<file path="config.mk">
export PLATFORM = sky130hd
export DESIGN_NAME = lexical_token_scanner_flat
export DESIGN_NICKNAME = d
export VERILOG_FILES = /design/src/rtl/core/lts_pkg.sv /design/src/rtl/core/lts_intf.sv /design/src/rtl/core/lexical_token_scanner.sv /design/src/flat_wrapper.sv
export SDC_FILE = /design/constraint.sdc
export NUM_CORES = 1
export LEC_CHECK = 0
export BUFFER_PORTS_ARGS = -buffer_cell sky130_fd_sc_hd__buf_2
export CORE_ASPECT_RATIO = 0.5
export CORE_MARGIN = 3
export CORE_UTILIZATION = 30
export DETAILED_ROUTE_END_ITERATION = 6
export PLACE_DENSITY = 0.52
export SYNTH_ARGS = -nofsm -noshare
export SYNTH_HDL_FRONTEND = slang
export SYNTH_SLANG_ARGS = --single-unit
</file>
<file path="constraint.sdc">
create_clock -name clk_i -period 9.5 [get_ports clk_i]
set_clock_uncertainty 0.15 [all_clocks]
set_input_delay 1.425 -clock clk_i [delete_from_list [all_inputs] [get_ports clk_i]]
set_output_delay 1.425 -clock clk_i [all_outputs]
set_load 0.01 [all_outputs]
</file>
<file path="src/rtl/core/lts_pkg.sv">
`timescale 1ns / 1ps
// ----------------------------------------------------------------------------
// lts_pkg
// Shared types and constants for the lexical token scanner: lexer modes,
// comment marks, token types, error codes, character codes and result format.
// ----------------------------------------------------------------------------
package lts_pkg;

  // Fixed widths of the result fields
  localparam int unsigned OUT_BITS  = 24;
  localparam int unsigned TYPE_BITS = 5;
  localparam int unsigned CODE_BITS = 3;

  // Result queue: room for the worst case of one item (three results)
  localparam int unsigned MAX_PER_ITEM = 3;
  localparam int unsigned FIFO_DEPTH   = 4;
  localparam int unsigned PTR_BITS     = $clog2(FIFO_DEPTH);
  localparam int unsigned CNT_BITS     = $clog2(FIFO_DEPTH + 1);
  localparam int unsigned SLOT_BITS    = $clog2(MAX_PER_ITEM + 1);

  typedef enum logic [3:0] {
    MODE_IDLE  = 4'd0,
    MODE_BANG  = 4'd1,
    MODE_EQ    = 4'd2,
    MODE_LT    = 4'd3,
    MODE_GT    = 4'd4,
    MODE_SLASH = 4'd5,
    MODE_LINE  = 4'd6,
    MODE_BLOCK = 4'd7,
    MODE_STR   = 4'd8,
    MODE_INT   = 4'd9,
    MODE_DOT   = 4'd10,
    MODE_FRAC  = 4'd11,
    MODE_IDENT = 4'd12
  } lts_mode_e;

  typedef enum logic [1:0] {
    MARK_NONE  = 2'd0,
    MARK_STAR  = 2'd1,
    MARK_SLASH = 2'd2
  } lts_mark_e;

  // Token types
  localparam logic [TYPE_BITS-1:0] T_LPAREN    = 5'd0;
  localparam logic [TYPE_BITS-1:0] T_RPAREN    = 5'd1;
  localparam logic [TYPE_BITS-1:0] T_LBRACE    = 5'd2;
  localparam logic [TYPE_BITS-1:0] T_RBRACE    = 5'd3;
  localparam logic [TYPE_BITS-1:0] T_COMMA     = 5'd4;
  localparam logic [TYPE_BITS-1:0] T_DOT       = 5'd5;
  localparam logic [TYPE_BITS-1:0] T_MINUS     = 5'd6;
  localparam logic [TYPE_BITS-1:0] T_PLUS      = 5'd7;
  localparam logic [TYPE_BITS-1:0] T_SEMICOLON = 5'd8;
  localparam logic [TYPE_BITS-1:0] T_STAR      = 5'd9;
  localparam logic [TYPE_BITS-1:0] T_BANG      = 5'd10;
  localparam logic [TYPE_BITS-1:0] T_EQUAL     = 5'd12;
  localparam logic [TYPE_BITS-1:0] T_GREATER   = 5'd14;
  localparam logic [TYPE_BITS-1:0] T_LESS      = 5'd16;
  localparam logic [TYPE_BITS-1:0] T_SLASH     = 5'd18;
  localparam logic [TYPE_BITS-1:0] T_STRING    = 5'd19;
  localparam logic [TYPE_BITS-1:0] T_NUMBER    = 5'd20;
  localparam logic [TYPE_BITS-1:0] T_IDENT     = 5'd21;
  localparam logic [TYPE_BITS-1:0] T_EOF       = 5'd22;

  // Error codes
  localparam logic [CODE_BITS-1:0] E_NONE        = 3'd0;
  localparam logic [CODE_BITS-1:0] E_UNEXPECTED  = 3'd1;
  localparam logic [CODE_BITS-1:0] E_OPEN_STRING = 3'd2;
  localparam logic [CODE_BITS-1:0] E_OPEN_CMT    = 3'd3;
  localparam logic [CODE_BITS-1:0] E_OPEN_NESTED = 3'd4;

  // Character codes
  localparam logic [7:0] CH_LPAREN = 8'h28;
  localparam logic [7:0] CH_RPAREN = 8'h29;
  localparam logic [7:0] CH_LBRACE = 8'h7b;
  localparam logic [7:0] CH_RBRACE = 8'h7d;
  localparam logic [7:0] CH_COMMA  = 8'h2c;
  localparam logic [7:0] CH_DOT    = 8'h2e;
  localparam logic [7:0] CH_MINUS  = 8'h2d;
  localparam logic [7:0] CH_PLUS   = 8'h2b;
  localparam logic [7:0] CH_SEMI   = 8'h3b;
  localparam logic [7:0] CH_STAR   = 8'h2a;
  localparam logic [7:0] CH_BANG   = 8'h21;
  localparam logic [7:0] CH_EQ     = 8'h3d;
  localparam logic [7:0] CH_LT     = 8'h3c;
  localparam logic [7:0] CH_GT     = 8'h3e;
  localparam logic [7:0] CH_SLASH  = 8'h2f;
  localparam logic [7:0] CH_SPACE  = 8'h20;
  localparam logic [7:0] CH_CR     = 8'h0d;
  localparam logic [7:0] CH_TAB    = 8'h09;
  localparam logic [7:0] CH_NL     = 8'h0a;
  localparam logic [7:0] CH_QUOTE  = 8'h22;
  localparam logic [7:0] CH_UNDER  = 8'h5f;
  localparam logic [7:0] CH_0      = 8'h30;
  localparam logic [7:0] CH_9      = 8'h39;
  localparam logic [7:0] CH_LA     = 8'h61;
  localparam logic [7:0] CH_LZ     = 8'h7a;
  localparam logic [7:0] CH_UA     = 8'h41;
  localparam logic [7:0] CH_UZ     = 8'h5a;

  typedef struct packed {
    logic                 is_error;
    logic [TYPE_BITS-1:0] token_type;
    logic [CODE_BITS-1:0] error_code;
    logic [OUT_BITS-1:0]  start_pos;
    logic [OUT_BITS-1:0]  token_len;
    logic [OUT_BITS-1:0]  line_no;
    logic                 last_of_run;
  } lts_result_t;

  function automatic logic is_digit(input logic [7:0] c);
    return (c >= CH_0) && (c <= CH_9);
  endfunction

  function automatic logic is_alpha(input logic [7:0] c);
    return ((c >= CH_LA) && (c <= CH_LZ)) || ((c >= CH_UA) && (c <= CH_UZ)) ||
           (c == CH_UNDER);
  endfunction

  // One-character type of a pending operator mode
  function automatic logic [TYPE_BITS-1:0] op_type(input lts_mode_e m);
    logic [TYPE_BITS-1:0] t;
    unique case (m)
      MODE_BANG: t = T_BANG;
      MODE_EQ:   t = T_EQUAL;
      MODE_LT:   t = T_LESS;
      MODE_GT:   t = T_GREATER;
      default:   t = T_BANG;
    endcase
    return t;
  endfunction

endpackage

</file>
<file path="src/rtl/core/lts_intf.sv">
`timescale 1ns / 1ps
// ----------------------------------------------------------------------------
// lts_intf
// Stream channels of the lexical token scanner: source bytes in, token and
// error results out, each with a valid/ready handshake.
// ----------------------------------------------------------------------------
interface lts_in_if;
  logic       valid;
  logic       ready;
  logic       action;
  logic [7:0] byte_req;

  modport source (output valid, action, byte_req, input ready);
  modport sink   (input valid, action, byte_req, output ready);
endinterface

interface lts_out_if;
  logic                           valid;
  logic                           ready;
  logic                           is_error;
  logic [lts_pkg::TYPE_BITS-1:0]  token_type;
  logic [lts_pkg::CODE_BITS-1:0]  error_code;
  logic [lts_pkg::OUT_BITS-1:0]   start_pos;
  logic [lts_pkg::OUT_BITS-1:0]   token_len;
  logic [lts_pkg::OUT_BITS-1:0]   line_no;
  logic                           last_of_run;

  modport source (output valid, is_error, token_type, error_code, start_pos,
                  token_len, line_no, last_of_run, input ready);
  modport sink   (input valid, is_error, token_type, error_code, start_pos,
                  token_len, line_no, last_of_run, output ready);
endinterface

</file>
<file path="src/rtl/core/lexical_token_scanner.sv">
`timescale 1ns / 1ps
// ----------------------------------------------------------------------------
// lexical_token_scanner
// Byte-at-a-time scanner for a Lox-style language with nested block
// comments. Emits tokens (type, start, length, line) and error reports.
// ----------------------------------------------------------------------------
//
//  Channel  Dir  Payload                                      Transfer when
//  -------  ---  -------------------------------------------  ----------------
//  in_i     in   action, byte_req                             valid && ready
//  out_o    out  is_error, token_type, error_code, start_pos, valid && ready
//                token_len, line_no, last_of_run
//
//  - One input transfer per cycle while in_i.ready is high; the lexer state
//    updates in the same cycle and its 0..3 results go to a 4-entry result queue.
//  - Results leave one per cycle while out_o is ready, the cycle after their
//    transfer at the earliest. Bytes are taken back to back while none causes
//    more than one result and out_o is ready; an item with two or three
//    results holds in_i.ready low until the queue is down to one entry.
//  - in_i.ready is high while the queue holds at most one result (room for
//    the worst case of three); it depends on registers only.
//  - Reset (rst_ni low, async) clears the lexer state and empties the queue.
//  - End of source flushes any pending token or error, adds an end-of-file
//    token and returns the lexer to its reset state.
//
module lexical_token_scanner #(
  parameter int unsigned POS_BITS  = 24,
  parameter int unsigned LINE_BITS = 24,
  parameter int unsigned NEST_BITS = 8
) (
  input  logic     clk_i,
  input  logic     rst_ni,
  lts_in_if.sink   in_i,
  lts_out_if.source out_o
);

  localparam int unsigned OB = lts_pkg::OUT_BITS;
  // Widths used to compare a counter against the result field maximum
  localparam int unsigned PW = (POS_BITS > OB) ? POS_BITS : OB;
  localparam int unsigned LW = (LINE_BITS > OB) ? LINE_BITS : OB;

  localparam logic [POS_BITS-1:0]  POS_ALL  = {POS_BITS{1'b1}};
  localparam logic [LINE_BITS-1:0] LINE_ALL = {LINE_BITS{1'b1}};
  localparam logic [NEST_BITS-1:0] NEST_ALL = {NEST_BITS{1'b1}};
  localparam logic [OB-1:0]        OUT_ALL  = {OB{1'b1}};

  // --------------------------------------------------------------------------
  // Lexer state
  // --------------------------------------------------------------------------
  lts_pkg::lts_mode_e    mode_q,  mode_d;
  lts_pkg::lts_mark_e    mark_q,  mark_d;
  logic [POS_BITS-1:0]   start_q, start_d;
  logic [POS_BITS-1:0]   pos_q,   pos_d;
  logic [LINE_BITS-1:0]  line_q,  line_d;
  logic [NEST_BITS-1:0]  nest_q,  nest_d;

  // Result queue
  lts_pkg::lts_result_t                fifo_q [lts_pkg::FIFO_DEPTH];
  logic [lts_pkg::PTR_BITS-1:0]        wptr_q, rptr_q;
  logic [lts_pkg::CNT_BITS-1:0]        count_q, count_d;

  logic in_fire, out_fire;
  assign in_fire  = in_i.valid && in_i.ready;
  assign out_fire = out_o.valid && out_o.ready;

  assign in_i.ready = (count_q <= lts_pkg::CNT_BITS'(lts_pkg::FIFO_DEPTH -
                                                      lts_pkg::MAX_PER_ITEM));

  // Saturate internal counters onto the 24-bit result fields
  function automatic logic [OB-1:0] clip_pos(input logic [POS_BITS-1:0] v);
    logic [PW-1:0] ext;
    ext = PW'(v);
    return (ext > PW'(OUT_ALL)) ? OUT_ALL : ext[OB-1:0];
  endfunction

  function automatic logic [OB-1:0] clip_line(input logic [LINE_BITS-1:0] v);
    logic [LW-1:0] ext;
    ext = LW'(v);
    return (ext > LW'(OUT_ALL)) ? OUT_ALL : ext[OB-1:0];
  endfunction

  function automatic lts_pkg::lts_result_t mk_res(
    input logic                          err,
    input logic [lts_pkg::TYPE_BITS-1:0] ttype,
    input logic [lts_pkg::CODE_BITS-1:0] code,
    input logic [POS_BITS-1:0]           start,
    input logic [POS_BITS-1:0]           len,
    input logic [LINE_BITS-1:0]          line
  );
    lts_pkg::lts_result_t r;
    r.is_error    = err;
    r.token_type  = ttype;
    r.error_code  = code;
    r.start_pos   = clip_pos(start);
    r.token_len   = clip_pos(len);
    r.line_no     = clip_line(line);
    r.last_of_run = 1'b0;
    return r;
  endfunction

  // --------------------------------------------------------------------------
  // Next state and results of one transfer
  // --------------------------------------------------------------------------
  logic [7:0]                        c;
  logic [POS_BITS-1:0]               p, endp, dotpos;
  logic [POS_BITS-1:0]               span_p, span_end, span_dot;
  logic [LINE_BITS-1:0]              line_inc;
  logic [NEST_BITS-1:0]              nest_dec;
  logic                              again;
  logic                              idle_emit, idle_err;
  logic [lts_pkg::TYPE_BITS-1:0]     idle_type;
  lts_pkg::lts_result_t              res [lts_pkg::MAX_PER_ITEM];
  logic [lts_pkg::SLOT_BITS-1:0]     n;

  always_comb begin
    c        = in_i.byte_req;
    p        = pos_q;
    endp     = (pos_q == POS_ALL) ? pos_q : pos_q + POS_BITS'(1);
    dotpos   = (pos_q > start_q) ? pos_q - POS_BITS'(1) : pos_q;
    span_p   = (pos_q >= start_q) ? pos_q - start_q : '0;
    span_end = (endp >= start_q) ? endp - start_q : '0;
    span_dot = (pos_q > start_q) ? pos_q - start_q - POS_BITS'(1) : '0;
    line_inc = (line_q == LINE_ALL) ? line_q : line_q + LINE_BITS'(1);
    nest_dec = (nest_q != '0) ? nest_q - NEST_BITS'(1) : nest_q;

    mode_d    = mode_q;
    mark_d    = mark_q;
    start_d   = start_q;
    pos_d     = pos_q;
    line_d    = line_q;
    nest_d    = nest_q;
    again     = 1'b0;
    idle_emit = 1'b0;
    idle_err  = 1'b0;
    idle_type = lts_pkg::T_LPAREN;
    n         = '0;
    for (int i = 0; i < lts_pkg::MAX_PER_ITEM; i++) begin
      res[i] = '0;
    end

    if (in_fire && in_i.action) begin
      // End of source: flush the pending lexeme, then end-of-file
      unique case (mode_q)
        lts_pkg::MODE_BANG, lts_pkg::MODE_EQ, lts_pkg::MODE_LT,
        lts_pkg::MODE_GT: begin
          res[n] = mk_res(1'b0, lts_pkg::op_type(mode_q), lts_pkg::E_NONE,
                          start_q, span_p, line_q);
          n = n + 1'b1;
        end
        lts_pkg::MODE_SLASH: begin
          res[n] = mk_res(1'b0, lts_pkg::T_SLASH, lts_pkg::E_NONE,
                          start_q, span_p, line_q);
          n = n + 1'b1;
        end
        lts_pkg::MODE_BLOCK: begin
          res[n] = mk_res(1'b1, lts_pkg::T_LPAREN,
                          (nest_q == NEST_BITS'(1)) ? lts_pkg::E_OPEN_CMT
                                                    : lts_pkg::E_OPEN_NESTED,
                          start_q, span_p, line_q);
          n = n + 1'b1;
        end
        lts_pkg::MODE_STR: begin
          res[n] = mk_res(1'b1, lts_pkg::T_LPAREN, lts_pkg::E_OPEN_STRING,
                          start_q, span_p, line_q);
          n = n + 1'b1;
        end
        lts_pkg::MODE_INT, lts_pkg::MODE_FRAC: begin
          res[n] = mk_res(1'b0, lts_pkg::T_NUMBER, lts_pkg::E_NONE,
                          start_q, span_p, line_q);
          n = n + 1'b1;
        end
        lts_pkg::MODE_DOT: begin
          res[n] = mk_res(1'b0, lts_pkg::T_NUMBER, lts_pkg::E_NONE,
                          start_q, span_dot, line_q);
          n = n + 1'b1;
          res[n] = mk_res(1'b0, lts_pkg::T_DOT, lts_pkg::E_NONE,
                          dotpos, POS_BITS'(1), line_q);
          n = n + 1'b1;
        end
        lts_pkg::MODE_IDENT: begin
          res[n] = mk_res(1'b0, lts_pkg::T_IDENT, lts_pkg::E_NONE,
                          start_q, span_p, line_q);
          n = n + 1'b1;
        end
        default: ;
      endcase
      res[n] = mk_res(1'b0, lts_pkg::T_EOF, lts_pkg::E_NONE, p, '0, line_q);
      n = n + 1'b1;

      mode_d  = lts_pkg::MODE_IDLE;
      mark_d  = lts_pkg::MARK_NONE;
      start_d = '0;
      pos_d   = '0;
      line_d  = LINE_BITS'(1);
      nest_d  = '0;
    end else if (in_fire) begin
      unique case (mode_q)
        lts_pkg::MODE_IDLE: again = 1'b1;
        lts_pkg::MODE_BANG, lts_pkg::MODE_EQ, lts_pkg::MODE_LT,
        lts_pkg::MODE_GT: begin
          mode_d = lts_pkg::MODE_IDLE;
          if (c == lts_pkg::CH_EQ) begin
            res[n] = mk_res(1'b0, lts_pkg::op_type(mode_q) + 5'd1,
                            lts_pkg::E_NONE, start_q, span_end, line_q);
            n = n + 1'b1;
          end else begin
            res[n] = mk_res(1'b0, lts_pkg::op_type(mode_q), lts_pkg::E_NONE,
                            start_q, span_p, line_q);
            n = n + 1'b1;
            again = 1'b1;
          end
        end
        lts_pkg::MODE_SLASH: begin
          if (c == lts_pkg::CH_SLASH) begin
            mode_d = lts_pkg::MODE_LINE;
          end else if (c == lts_pkg::CH_STAR) begin
            mode_d = lts_pkg::MODE_BLOCK;
            nest_d = NEST_BITS'(1);
            mark_d = lts_pkg::MARK_NONE;
          end else begin
            mode_d = lts_pkg::MODE_IDLE;
            res[n] = mk_res(1'b0, lts_pkg::T_SLASH, lts_pkg::E_NONE,
                            start_q, span_p, line_q);
            n = n + 1'b1;
            again = 1'b1;
          end
        end
        lts_pkg::MODE_LINE: begin
          if (c == lts_pkg::CH_NL) begin
            mode_d = lts_pkg::MODE_IDLE;
            again  = 1'b1;
          end
        end
        lts_pkg::MODE_BLOCK: begin
          if (mark_q == lts_pkg::MARK_STAR && c == lts_pkg::CH_SLASH) begin
            // close one level; both bytes are consumed
            nest_d = nest_dec;
            mark_d = lts_pkg::MARK_NONE;
            if (nest_dec == '0) mode_d = lts_pkg::MODE_IDLE;
          end else if (mark_q == lts_pkg::MARK_SLASH && c == lts_pkg::CH_STAR) begin
            nest_d = (nest_q == NEST_ALL) ? nest_q : nest_q + NEST_BITS'(1);
            mark_d = lts_pkg::MARK_NONE;
          end else begin
            if (c == lts_pkg::CH_NL) line_d = line_inc;
            if (c == lts_pkg::CH_STAR)       mark_d = lts_pkg::MARK_STAR;
            else if (c == lts_pkg::CH_SLASH) mark_d = lts_pkg::MARK_SLASH;
            else                             mark_d = lts_pkg::MARK_NONE;
          end
        end
        lts_pkg::MODE_STR: begin
          if (c == lts_pkg::CH_QUOTE) begin
            mode_d = lts_pkg::MODE_IDLE;
            res[n] = mk_res(1'b0, lts_pkg::T_STRING, lts_pkg::E_NONE,
                            start_q, span_end, line_q);
            n = n + 1'b1;
          end else if (c == lts_pkg::CH_NL) begin
            line_d = line_inc;
          end
        end
        lts_pkg::MODE_INT: begin
          if (c == lts_pkg::CH_DOT) begin
            mode_d = lts_pkg::MODE_DOT;
          end else if (!lts_pkg::is_digit(c)) begin
            mode_d = lts_pkg::MODE_IDLE;
            res[n] = mk_res(1'b0, lts_pkg::T_NUMBER, lts_pkg::E_NONE,
                            start_q, span_p, line_q);
            n = n + 1'b1;
            again = 1'b1;
          end
        end
        lts_pkg::MODE_DOT: begin
          if (lts_pkg::is_digit(c)) begin
            mode_d = lts_pkg::MODE_FRAC;
          end else begin
            // "12." then a non-digit: number without the dot, then the dot
            mode_d = lts_pkg::MODE_IDLE;
            res[n] = mk_res(1'b0, lts_pkg::T_NUMBER, lts_pkg::E_NONE,
                            start_q, span_dot, line_q);
            n = n + 1'b1;
            res[n] = mk_res(1'b0, lts_pkg::T_DOT, lts_pkg::E_NONE,
                            dotpos, POS_BITS'(1), line_q);
            n = n + 1'b1;
            again = 1'b1;
          end
        end
        lts_pkg::MODE_FRAC: begin
          if (!lts_pkg::is_digit(c)) begin
            mode_d = lts_pkg::MODE_IDLE;
            res[n] = mk_res(1'b0, lts_pkg::T_NUMBER, lts_pkg::E_NONE,
                            start_q, span_p, line_q);
            n = n + 1'b1;
            again = 1'b1;
          end
        end
        lts_pkg::MODE_IDENT: begin
          if (!lts_pkg::is_alpha(c) && !lts_pkg::is_digit(c)) begin
            mode_d = lts_pkg::MODE_IDLE;
            res[n] = mk_res(1'b0, lts_pkg::T_IDENT, lts_pkg::E_NONE,
                            start_q, span_p, line_q);
            n = n + 1'b1;
            again = 1'b1;
          end
        end
        default: begin
          mode_d = lts_pkg::MODE_IDLE;
          again  = 1'b1;
        end
      endcase

      // Byte seen from idle: either ended a lexeme above or arrived in idle
      if (again) begin
        start_d = p;
        case (c)
          lts_pkg::CH_LPAREN: begin idle_emit = 1'b1; idle_type = lts_pkg::T_LPAREN; end
          lts_pkg::CH_RPAREN: begin idle_emit = 1'b1; idle_type = lts_pkg::T_RPAREN; end
          lts_pkg::CH_LBRACE: begin idle_emit = 1'b1; idle_type = lts_pkg::T_LBRACE; end
          lts_pkg::CH_RBRACE: begin idle_emit = 1'b1; idle_type = lts_pkg::T_RBRACE; end
          lts_pkg::CH_COMMA:  begin idle_emit = 1'b1; idle_type = lts_pkg::T_COMMA; end
          lts_pkg::CH_DOT:    begin idle_emit = 1'b1; idle_type = lts_pkg::T_DOT; end
          lts_pkg::CH_MINUS:  begin idle_emit = 1'b1; idle_type = lts_pkg::T_MINUS; end
          lts_pkg::CH_PLUS:   begin idle_emit = 1'b1; idle_type = lts_pkg::T_PLUS; end
          lts_pkg::CH_SEMI:   begin idle_emit = 1'b1; idle_type = lts_pkg::T_SEMICOLON; end
          lts_pkg::CH_STAR:   begin idle_emit = 1'b1; idle_type = lts_pkg::T_STAR; end
          lts_pkg::CH_BANG:   mode_d = lts_pkg::MODE_BANG;
          lts_pkg::CH_EQ:     mode_d = lts_pkg::MODE_EQ;
          lts_pkg::CH_LT:     mode_d = lts_pkg::MODE_LT;
          lts_pkg::CH_GT:     mode_d = lts_pkg::MODE_GT;
          lts_pkg::CH_SLASH:  mode_d = lts_pkg::MODE_SLASH;
          lts_pkg::CH_SPACE, lts_pkg::CH_CR, lts_pkg::CH_TAB: ;
          lts_pkg::CH_NL:     line_d = line_inc;
          lts_pkg::CH_QUOTE:  mode_d = lts_pkg::MODE_STR;
          default: begin
            if (lts_pkg::is_digit(c)) begin
              mode_d = lts_pkg::MODE_INT;
            end else if (lts_pkg::is_alpha(c)) begin
              mode_d = lts_pkg::MODE_IDENT;
            end else begin
              idle_emit = 1'b1;
              idle_err  = 1'b1;
            end
          end
        endcase
        if (idle_emit) begin
          res[n] = mk_res(idle_err, idle_err ? lts_pkg::T_LPAREN : idle_type,
                          idle_err ? lts_pkg::E_UNEXPECTED : lts_pkg::E_NONE,
                          p, POS_BITS'(1), line_q);
          n = n + 1'b1;
        end
      end
      pos_d = endp;
    end

    if (n != '0) res[n - 1'b1].last_of_run = 1'b1;
  end

  always_ff @(posedge clk_i or negedge rst_ni) begin
    if (!rst_ni) begin
      mode_q  <= lts_pkg::MODE_IDLE;
      mark_q  <= lts_pkg::MARK_NONE;
      start_q <= '0;
      pos_q   <= '0;
      line_q  <= LINE_BITS'(1);
      nest_q  <= '0;
    end else begin
      mode_q  <= mode_d;
      mark_q  <= mark_d;
      start_q <= start_d;
      pos_q   <= pos_d;
      line_q  <= line_d;
      nest_q  <= nest_d;
    end
  end

  // --------------------------------------------------------------------------
  // Result queue: up to three pushes per transfer; while out_o is ready, one pop per cycle
  // --------------------------------------------------------------------------
  always_comb begin
    count_d = count_q + lts_pkg::CNT_BITS'(n) - lts_pkg::CNT_BITS'(out_fire);
  end

  always_ff @(posedge clk_i or negedge rst_ni) begin
    if (!rst_ni) begin
      wptr_q  <= '0;
      rptr_q  <= '0;
      count_q <= '0;
    end else begin
      wptr_q  <= wptr_q + lts_pkg::PTR_BITS'(n);
      rptr_q  <= rptr_q + lts_pkg::PTR_BITS'(out_fire);
      count_q <= count_d;
    end
  end

  // payload storage, no reset
  always_ff @(posedge clk_i) begin
    for (int i = 0; i < lts_pkg::MAX_PER_ITEM; i++) begin
      if (lts_pkg::SLOT_BITS'(i) < n) begin
        fifo_q[wptr_q + lts_pkg::PTR_BITS'(i)] <= res[i];
      end
    end
  end

  lts_pkg::lts_result_t head;
  assign head = fifo_q[rptr_q];

  assign out_o.valid       = (count_q != '0);
  assign out_o.is_error    = head.is_error;
  assign out_o.token_type  = head.token_type;
  assign out_o.error_code  = head.error_code;
  assign out_o.start_pos   = head.start_pos;
  assign out_o.token_len   = head.token_len;
  assign out_o.line_no     = head.line_no;
  assign out_o.last_of_run = head.last_of_run;

  // --------------------------------------------------------------------------
  // Assertions
  // --------------------------------------------------------------------------
  a_queue_bound: assert property (@(posedge clk_i) disable iff (!rst_ni)
    count_q <= lts_pkg::CNT_BITS'(lts_pkg::FIFO_DEPTH))
    else $error("result queue overflow");

  a_block_depth: assert property (@(posedge clk_i) disable iff (!rst_ni)
    (mode_q == lts_pkg::MODE_BLOCK) |-> (nest_q != '0))
    else $error("block comment mode with zero depth");

  a_eos_resets: assert property (@(posedge clk_i) disable iff (!rst_ni)
    (in_fire && in_i.action) |=>
      (mode_q == lts_pkg::MODE_IDLE && pos_q == '0 && line_q == LINE_BITS'(1) &&
       nest_q == '0))
    else $error("end of source did not return lexer to reset state");

  a_pos_step: assert property (@(posedge clk_i) disable iff (!rst_ni)
    (in_fire && !in_i.action && pos_q != POS_ALL) |=>
      (pos_q == $past(pos_q) + POS_BITS'(1)))
    else $error("byte position did not advance");

  a_eof_len: assert property (@(posedge clk_i) disable iff (!rst_ni)
    (out_o.valid && !out_o.is_error && out_o.token_type == lts_pkg::T_EOF) |->
      (out_o.token_len == '0 && out_o.last_of_run))
    else $error("malformed end-of-file token");

endmodule

</file>
<file path="src/flat_wrapper.sv">
// flat-port wrapper written by rule: the top's interface ports become plain ports
module lexical_token_scanner_flat 
#(
  parameter int unsigned POS_BITS  = 24,
  parameter int unsigned LINE_BITS = 24,
  parameter int unsigned NEST_BITS = 8
)
  (clk_i, rst_ni, in_i_valid, in_i_action, in_i_byte_req, in_i_ready, out_o_valid, out_o_is_error, out_o_token_type, out_o_error_code, out_o_start_pos, out_o_token_len, out_o_line_no, out_o_last_of_run, out_o_ready);
  lts_in_if in_i_i ();
  lts_out_if out_o_i ();
  input  logic clk_i;
  input  logic rst_ni;
  input wire logic [$bits(in_i_i.valid)-1:0] in_i_valid;
  input wire logic [$bits(in_i_i.action)-1:0] in_i_action;
  input wire logic [$bits(in_i_i.byte_req)-1:0] in_i_byte_req;
  output wire logic [$bits(in_i_i.ready)-1:0] in_i_ready;
  output wire logic [$bits(out_o_i.valid)-1:0] out_o_valid;
  output wire logic [$bits(out_o_i.is_error)-1:0] out_o_is_error;
  output wire logic [$bits(out_o_i.token_type)-1:0] out_o_token_type;
  output wire logic [$bits(out_o_i.error_code)-1:0] out_o_error_code;
  output wire logic [$bits(out_o_i.start_pos)-1:0] out_o_start_pos;
  output wire logic [$bits(out_o_i.token_len)-1:0] out_o_token_len;
  output wire logic [$bits(out_o_i.line_no)-1:0] out_o_line_no;
  output wire logic [$bits(out_o_i.last_of_run)-1:0] out_o_last_of_run;
  input wire logic [$bits(out_o_i.ready)-1:0] out_o_ready;
  assign in_i_i.valid = in_i_valid;
  assign in_i_i.action = in_i_action;
  assign in_i_i.byte_req = in_i_byte_req;
  assign in_i_ready = in_i_i.ready;
  assign out_o_valid = out_o_i.valid;
  assign out_o_is_error = out_o_i.is_error;
  assign out_o_token_type = out_o_i.token_type;
  assign out_o_error_code = out_o_i.error_code;
  assign out_o_start_pos = out_o_i.start_pos;
  assign out_o_token_len = out_o_i.token_len;
  assign out_o_line_no = out_o_i.line_no;
  assign out_o_last_of_run = out_o_i.last_of_run;
  assign out_o_i.ready = out_o_ready;
  lexical_token_scanner #(.POS_BITS(POS_BITS), .LINE_BITS(LINE_BITS), .NEST_BITS(NEST_BITS)) u_core (.clk_i(clk_i), .rst_ni(rst_ni), .in_i(in_i_i), .out_o(out_o_i));
endmodule
</file>
# --- Word level (Yosys, flattened, before mapping) ---
# Memory sizes are Yosys's and may differ from the RTL's.
# Cells that the tools add are included.
op_classes:
  order_cmp: 26
  addsub: 18
  reduce_logical: 36
  bitwise: 3
  n_eq_ne: 43
  n_mux: 148
ops:
  columns: ["op", "n"]
  rows:
  - ["$mux W246", 5]
  - ["$pmux W82 S7", 2]
  - ["$mux W82", 11]
  - ["$bwmux W246", 3]
  - ["$mux W24", 26]
  - ["$demux W82 S2", 3]
  - ["$mux W81", 5]
  - ["$gt A24 B24 Y1 const B", 7]
  - ["$mux W163", 1]
  - ["$eq A8 B6 Y1 const B", 15]
  - ["$mux W79", 1]
  - ["$pmux W4 S9", 2]
  - ["$mux W8", 8]
  - ["$mux W4", 14]
  - ["$add A24 B1 Y24 const B", 2]
  - ["$eq A24 B24 Y1 const B", 2]
  - ["$ge A24 B24 Y1", 2]
  - ["$pmux W24 S2", 1]
  - ["$sub A24 B1 Y24 const B", 2]
  - ["$sub A24 B24 Y24", 2]
  - ["$mux W5", 8]
  - ["$mux W2", 18]
  - ["$mux W1", 30]
  - ["$reduce_or A10 Y1", 3]
  - ["other kinds (58)", 101]
totals:
  register_bits: 93
  word_cells: 284
  memories: 1
  mem_bits_rw: 328
mem_list:
  columns: ["memory", "words", "width", "read_ports", "rd_ports_with_merged_regs", "wr", "line", "source"]
  rows:
  - ["u_core.fifo_q", 4, 82, 1, 0, 3, "lexical_token_scanner.sv:58", "lts_pkg::lts_result_t fifo_q [lts_pkg::FIFO_DEPTH];"]

# --- Depth between registers and ports, before layout ---
# Gate-level depths: netlist of run 1.
logic_depth:
  word_depth: 25
  mapped_depth: 23
  depth_no_buf: 21

# --- Worst setup path before layout of run 1 ---
# OpenSTA, ideal clock, no wires.
synth_timing:
  path_type: "input port to flip-flop"
  startpoint: "input port in_i_byte_req[4]"
  endpoint: "memory u_core.fifo_q[0][0] in the netlist's numbering, enable pin"
  stages: 11
  arrival_ns: 10.283
  slack_ns: -1.578
  n_path_buf: 2
  setup_time_ns: 0.644
  cell_sequence: "buf_2 nor4b_4 nand2_1 o311a_1 nor4_2 ha_1 or4_1 nand2_2 buf_4 o21ai_0 a211oi_1"
synth_rtl:
  columns: ["element", "line", "source"]
  rows:
  - ["start: declaration", "flat_wrapper.sv:15", "input wire logic [$bits(in_i_i.byte_req)-1:0] in_i_byte_req;"]
  - ["end: declaration", "lexical_token_scanner.sv:58", null]

==> results of run 1 <==
cell families after synthesis:
family	count (synthesis)	share of synthesized area
AO/OA/AOI/OAI	759	0.191
XOR/XNOR	89	0.0286
adder cells (fa/ha/maj)	70	0.0329
buffers and inverters	275	0.0400
flip-flops	421	0.446
multiplexers	109	0.0777
AND/OR/NAND/NOR	1020	0.183
through the flow:
step                cells   util  hold slack [ns]  setup slack, ns
floorplan            2743      -            0.319            0.565
global placement     3857  0.323            0.350             2.16
detailed placement   3857  0.323            0.357             2.08
CTS                  3939  0.340            0.366             2.74
global route         3939  0.340            0.399             2.20
finish               3940  0.340            0.361             2.63
state kept, by name (all words and copies together), names as in the netlist:
register / flops
u_core.rptr_q: 2
u_core.mark_q: 2
u_core.fifo_q: 328
u_core.wptr_q: 2
u_core.start_q: 24
u_core.count_q: 3
u_core.mode_q: 4
u_core.p: 24
u_core.line_q: 24
u_core.nest_q: 8
layer usage:
layer  routed length, µm  part of all wire
met5                   0                 0
met4                2810             0.031
met3                5160             0.057
met2               41400              0.46
met1               40800              0.45
synth_stat cells, types with 12 or more instances:
master	n
sky130_fd_sc_hd__a211oi_1	12
sky130_fd_sc_hd__a21o_1	20
sky130_fd_sc_hd__a21oi_1	153
sky130_fd_sc_hd__a221o_1	12
sky130_fd_sc_hd__a22o_1	47
sky130_fd_sc_hd__a22oi_1	43
sky130_fd_sc_hd__a31oi_1	18
sky130_fd_sc_hd__and2_1	109
sky130_fd_sc_hd__and3_1	23
sky130_fd_sc_hd__buf_1	27
sky130_fd_sc_hd__buf_2	42
sky130_fd_sc_hd__clkbuf_1	139
sky130_fd_sc_hd__dfrtp_1	92
sky130_fd_sc_hd__edfxtp_1	328
sky130_fd_sc_hd__ha_1	67
sky130_fd_sc_hd__inv_1	61
sky130_fd_sc_hd__mux2i_1	24
sky130_fd_sc_hd__mux4_2	82
sky130_fd_sc_hd__nand2_1	304
sky130_fd_sc_hd__nand2b_1	22
sky130_fd_sc_hd__nand3_1	56
sky130_fd_sc_hd__nand4_1	33
sky130_fd_sc_hd__nor2_1	270
sky130_fd_sc_hd__nor2b_1	38
sky130_fd_sc_hd__nor3_1	61
sky130_fd_sc_hd__nor4_1	15
sky130_fd_sc_hd__o211ai_1	16
sky130_fd_sc_hd__o21a_1	18
sky130_fd_sc_hd__o21ai_0	129
sky130_fd_sc_hd__o21ai_1	35
sky130_fd_sc_hd__o221ai_1	87
sky130_fd_sc_hd__o22a_1	15
sky130_fd_sc_hd__o22ai_1	41
sky130_fd_sc_hd__o31ai_1	17
sky130_fd_sc_hd__or3_1	18
sky130_fd_sc_hd__xnor2_1	54
sky130_fd_sc_hd__xor2_1	35
cell type report:
type	count	area [µm²]	area share
Antenna cell	1	2.50	0.0000824
Timing Repair Buffer	139	806	0.0265
Tap cell	1185	1480	0.0488
Clock inverter	24	375	0.0124
Sequential cell	421	12200	0.401
Clock buffer	58	1160	0.0383
Inverter	65	244	0.00803
Multi-Input combinational cell	2047	14100	0.465
report_power, final:
group / leakage, nW / total (W) / switching, W / internal, W
registers: 4.26 / 0.00251 / 0.000260 / 0.00225
logic: 5.79 / 0.00424 / 0.00267 / 0.00157
clock network: 0.732 / 0.00188 / 0.000789 / 0.00109
worst min path at each step:
stage	from	end	slack, ns	cells after the start
final	u_core.count_q[2]	u_core.count_q[2]	0.36	1
after global routing	u_core.count_q[2]	u_core.count_q[2]	0.40	1
after CTS	u_core.count_q[2]	u_core.count_q[2]	0.37	1
after detailed placement	u_core.count_q[2]	u_core.count_q[2]	0.36	1
after global placement	u_core.mark_q[0]	u_core.mark_q[0]	0.35	2
after floorplan	u_core.count_q[2]	u_core.count_q[2]	0.32	1
==> metrics list, run 1 <==
- Status: completed
* Total congestion overflow: 0
- The critical path in this run is classified as primary input to flop.
- Proportion of synthesized flip-flops having asynchronous set or reset: 0.221
- Detail-routed via count per cell: 5.77
- Endpoint class of the critical path: flop
- Area of the die: 0.0949 mm²
* Overall power: 0.00863 W
- The synthesized design contains 421 register bits.
* Maximum clock rate: 0.146 GHz
- Wires add up to 90,200 µm.
* Pin count of the biggest net entering global routing: 55
- Final design instance area without fill: 0.0304 mm²
- After detailed routing, the average wire length per cell comes to 22.9 µm.
* Setup repair after global routing missed its margin: false
- Fin crit share: 0.723
- Final setup TNS: 0 ns
- After the first detailed-routing iteration, the DRC count stood at 2,267.
* Mean Syn Cell Area: 9.95 µm²
- The H-tree was split into 2 levels.
- Pwr Density: 284 mW/mm²
- Die X: 433 µm
- Fill cells in the final layout number 9,010.
- Most common cell after layout, fill and taps aside: sky130_fd_sc_hd__edfxtp_1
- In this run the most used layer during global routing was met2.
- Maximum ir drop on the vdd rail: 0.203 mV
* Slew at the pin closest to its max-slew limit: 1.27 ns
- Rows: 77
- Req. time, crit path: 9.58 ns
- Minimum clock period: 6.87 ns
- Once placement finished, the instance area stood at 0.0288 mm².
- Number of global-route vias before repair: 21,755
* Sequential-to-total area share from yosys stat: 0.446
* Initial antenna violation count: 0
- During synthesis, Yosys emitted a total of 0 warnings.
- The first global-routing pass estimated 137,000 µm of wire.
* Max Transition Viols Final: 0
- The wire-length estimate of the detail-placed layout is 63,900 µm.
- When the netlist entered floorplanning its net count stood at 2,826.
- CP max stage cell: sky130_fd_sc_hd__and2_1
- Following the worst setup path forward leads to its endpoint at u_core.fifo_q[3][41].
- Crit path buffers/inverters: 2
- Area share of the leading cell type in the synthesized netlist: 0.361
- TritonCTS created 44 clock buffers.
- The count of nets left with antenna violations once routing finished came out at 0.
- TritonRoute pass-1 iters: 7
- Worst flop-to-flop path endpoint: u_core.fifo_q[2][48]
* Yosys cell types: 102
* CTS max path bufs: 3
- The tree is rooted in a sky130_fd_sc_hd__clkbuf_16.
- The count of buffers added on input and output ports is 96.
- Endpoints failing hold: 0
- Buffers added to address setup during post-CTS repair amount to 0.
- Across all layers, the routed design uses 22,733 vias.
- In this run the count of I/O pins placed on the die edge is 97.
- Class of the tightest hold or removal check: flop to flop
- Number of flops mapped to enable cells by yosys: 328
* Area growth syn-to-layout: 11.3%
- Count of maximum capacitance violations: 0
- In the synthesized netlist, the number of instances is 2,743.
- Routability-driven placement finished with a final weighted congestion of 0.939.
- Flip-flop cell with the highest count after synthesis: sky130_fd_sc_hd__edfxtp_1
* Highest fanout seen on the critical path: 27
- Launch instance of the worst register-to-register path: u_core.p[9]
* Critical path arrival: 6.95 ns
- Top Family by Delay on Critical Path: simple AND/OR/NAND/NOR gates
- After detailed routing, the number of remaining DRC violations is 0.
* Top cells by area, synth: sky130_fd_sc_hd__edfxtp_1, sky130_fd_sc_hd__dfrtp_1, sky130_fd_sc_hd__mux4_2, sky130_fd_sc_hd__nand2_1, sky130_fd_sc_hd__nor2_1
- Library cell with the largest summed area after synthesis: sky130_fd_sc_hd__edfxtp_1
- Worst reg-to-reg path cell count: 19
- After the last flow step, the layout net total stands at 2,801.
* Clk Latency, worst-skew pair: 0.61 ns
* Type of element launching the critical path: primary input
- The largest single stage delay on the critical path is 0.70 ns.
* WP depth: 12
* Die height: 219 µm
* Final setup violation count: 0
- In this run the worst setup path begins at in_i_byte_req[4].
* Share of layout cells above drive strength 1: 0.119
- Cells along the critical path: buf_2 > nand4bb_1 > nor2_1 > a211oi_2 > nor4_2 > ha_1 > or4_1 > nand2_2 > nand2_1 > and2_1 > o21ai_4 > buf_4
- Across all register-to-register paths, the minimum setup slack is 2.67 ns.
- Leakage power of the design: 10.8 nW
* Number of sinks driven by the clock tree: 421
- Most used cells in the layout excluding fill and tap cells: sky130_fd_sc_hd__edfxtp_1, sky130_fd_sc_hd__nand2_1, sky130_fd_sc_hd__nor2_1
- Number of buffers added to fix hold violations after cts: 0
- Global-route usage over all layers: 0.185
* TritonCTS clock tree: yes
- For this run, global-route usage on met1 was measured as 0.261.
- GRT met3 Usage: 0.0204
- Relative max-transition margin: 0.140
- Area of the core: 0.0892 mm²
- For this configuration, the core starts out at a cell density of 0.306.
* Cell area after synthesis: 0.0273 mm²
* GRT met2 Usage: 0.299
* Count of cells resized by post-cts repair: 0
* Clk slew on worst S/H paths: 0.06 ns
Note: power is estimated with default switching activity, not from simulation.
==> run 2: changes to the inputs <==
==> constraint.sdc (replaced) <==
create_clock -name clk_i -period 5.9 [get_ports clk_i]
set_clock_uncertainty 0.15 [all_clocks]
set_input_delay 0.885 -clock clk_i [delete_from_list [all_inputs] [get_ports clk_i]]
set_output_delay 0.885 -clock clk_i [all_outputs]
set_load 0.01 [all_outputs]
==> run 2 against run 1 <==
  * Global-route usage up 0.46 points
  * Clock-buffer cell count down 1
  * Clock power up 54%
  * Non-clock buffer count up 60
  * Combinational power up 67%
  * Design area up 1.9%
  * Sequential share of layout area down 0.73 points
  * Largest power group unchanged
  * Sequential cell count unchanged
  * Die area unchanged
  * Worst setup slack worse by 2.4 ns
==> metrics list, run 2 (same netlist as run 1, synthesis figures left out) <==
- The final-report setup violation count is 0 (unchanged).
- u_core.fifo_q holds more flip-flops than any other register.
* Final setup TNS: 0 ns (unchanged)
- The area of the multi-input gates was 0.0142 mm² (+0.55%).
- Core Util, Final: 0.347 (+0.00635)
- Status: completed
* Area growth syn-to-layout: 13.3%
- Global-route usage over all layers: 0.190 (+0.00457)
- The relative slew slack was 0.210 (+0.0696).
- The HPWL reported at the end of detailed placement came to 65,100 µm (+1.8%).
* DRC Markers: 0 (unchanged)
- The number of flip-flops in the largest register was 328 (unchanged).
* Num ports: 97 (unchanged)
- The power per standard cell area is 450 mW/mm² (+59%).
* Initial antenna violation count: 0 (unchanged)
- Leakage power of the design: 11.1 nW (+2.9%)
- Most frequent cell on the critical path: sky130_fd_sc_hd__nand4_1
* Total area of sequential cells: 0.0122 mm² (unchanged)
* CTS max path bufs: 3 (unchanged)
- Area of the core: 0.0892 mm² (unchanged)
- The count of routing violations after the opening detailed-route iteration is 2,283 (+0.71%).
- Req. time, crit path: 6.09 ns (-3.49 ns)
* Die X: 433 µm (unchanged)
- TritonCTS built the clock tree.
- The fraction of layout cells with a size suffix above 1 was 0.142 (+0.0224).
* Root Buffer: sky130_fd_sc_hd__clkbuf_16
* Clk slew on worst S/H paths: 0.07 ns (about the same)
- Endpoint class of the critical path: flop
- Most common cell after layout, fill and taps aside: sky130_fd_sc_hd__edfxtp_1
- Critical Setup Path Class: flop to flop
* Wire length of the first global-routing pass: 140,000 µm (+2.0%)
- Filler cell count: 9,057 (+0.52%)
- The critical path data arrival time is 5.89 ns (-1.06 ns).
- Average wire length per cell after detail routing: 23.0 µm (+0.29%)
- Leaving out fill and tap cells, the most frequent cells in the layout are sky130_fd_sc_hd__edfxtp_1, sky130_fd_sc_hd__nand2_1, sky130_fd_sc_hd__nor2_1.
- The routed design could run at a clock period as short as 5.70 ns.
* Type of element launching the critical path: flop
- The tightest min-delay check is of the primary input to async pin type.
- The slowest stage of the critical path is the sky130_fd_sc_hd__a221oi_1 cell.
- The post-layout net count came to 2,862 (+2.2%).
- Count of cells resized by post-cts repair: 0 (unchanged)
- Cells along the critical path: nand4_1 > nor4_4 > nand4_1 > nand4_1 > or2_1 > nor3_2 > and3_1 > xor2_1 > ha_1 > a21oi_1 > nor2b_1 > o21ai_0 > nand2b_1 > nor2_1 > a211oi_1 > buf_4 > a32o_1 > a221oi_1 > nor2_1
- The number of optimization iterations in the first detailed-route pass was 6 (-1).
- The maximum net fanout on the critical path came to 10 (-63%).
- CP max stage delay: 0.64 ns (-0.06 ns)
- The average via count per standard cell came to 5.72 (-0.89%).
- The overall die area is 0.0949 mm² (unchanged).
* Endpoints failing hold: 0 (unchanged)
* Initial cell density of the core: 0.306 (unchanged)
- Number of I/O port buffers: 96 (unchanged)
- Die height: 219 µm (unchanged)
* Post-CTS Setup Inserts: 0 (unchanged)
- Number of sinks driven by the clock tree: 421 (unchanged)
- The number of buffers created by CTS came to 45 (+2.3%).
- Rows: 77 (unchanged)
- Final wirelength: 91,800 µm (+1.8%)
- The number of nets with antenna violations after detailed routing is 0 (unchanged).
* Number of global-route vias before repair: 22,205 (+2.1%)
- The worst reg2reg path depth was 19 (unchanged).
* Clk Latency, worst-skew pair: 0.61 ns (about the same)
- The slew at the pin closest to its max-slew limit is 1.17 ns (-0.103 ns).
* Via count of the routed design: 22,867 (+0.59%)
- Fin crit share: 0.966
* Total congestion overflow: 0 (unchanged)
- Number of buffers added to fix hold violations after cts: 0 (unchanged)
* Maximum ir drop on the vdd rail: 0.217 mV (+7.2%)
* Number of levels in the clock H-tree: 2 (unchanged)
- Count of maximum capacitance violations: 0 (unchanged)
- Pin count of the biggest net entering global routing: 77 (+40%)
- The final estimated routing congestion in global placement was 0.916 (-2.5%).
- Maximum clock rate: 0.175 GHz
- The number of pins with negative max-slew slack in the final report was 0 (unchanged).
[run 2: changes by cell type in the layout (fill, tap and decap cells not counted), sizes merged]
cell	before	now
bufinv	8	3
clkinvlp	3	2
inv	64	65
buf	139	199
clkinv	14	19
clkbuf	58	57
[run 2: worst paths after layout]
path | startpoint | end | slack [ns]
max | u_core.p[8] | u_core.fifo_q[0][40] | 0.20
min | rst_ni | u_core.start_q[14] | 0.09
max reg2reg | u_core.p[8] | u_core.fifo_q[0][40] | 0.20
min reg2reg | u_core.count_q[2] | u_core.count_q[2] | 0.37
max in group asynchronous | rst_ni | u_core.rptr_q[0] | 4.43
min in group clk_i | u_core.count_q[2] | u_core.count_q[2] | 0.37
[run 2: critical path: cells and delay by family (launching register included)]
| kind | cells | cell delay, ns |
|---|---|---|
| XOR/XNOR | 1 | 0.16 |
| buffers and inverters | 1 | 0.22 |
| flip-flops | 1 | 0.57 |
| AND/OR/NAND/NOR | 11 | 2.52 |
| adder cells (fa/ha/maj) | 1 | 0.37 |
| AO/OA/AOI/OAI | 5 | 1.40 |
[run 2: layout make-up]
| class | count | area share |
|---|---|---|
| clock buffer | 57 | 0.0392 |
| antenna | 1 | 0.0000809 |
| inverter | 65 | 0.00789 |
| clock inverter | 24 | 0.00817 |
| tap | 1185 | 0.0479 |
| multi-input combinational | 2047 | 0.459 |
| timing repair buffer | 199 | 0.0442 |
| sequential | 421 | 0.394 |
[run 2: report_power, final]
group | leakage, nW | internal (W) | switching, W
combinational | 6.13 | 0.00261 | 0.00446
clock | 0.714 | 0.00160 | 0.00129
sequential | 4.26 | 0.00363 | 0.000347
total | 11.1 | 0.00784 | 0.00610
[run 2: stage by stage]
step / setup WS (ns) / total power, W / instances / hold slack [ns] / cell area (µm²)
2_1_floorplan: -0.179 / 0.00871 / 2743 / 0.319 / 27400
3_3_place_gp: 0.275 / 0.0110 / 3917 / 0.355 / 29400
3_5_place_dp: 0.0766 / 0.0110 / 3917 / 0.362 / 29400
4_1_cts: 0.0124 / 0.0140 / 3998 / 0.0707 / 30900
5_1_grt: -0.0340 / 0.0148 / 3998 / 0.0794 / 30900
6_report: 0.198 / 0.0139 / 3999 / 0.0865 / 30900
[run 2: per-layer routing]
| layer | routed length (µm) | global-route usage | vias up |
|---|---|---|---|
| met5 | 0 | 0 | - |
| met4 | 1640 | 0.0405 | 0 |
| met3 | 5910 | 0.0273 | 121 |
| met2 | 42900 | 0.313 | 824 |
| met1 | 41400 | 0.265 | 11442 |
| li1 | - | - | 10480 |
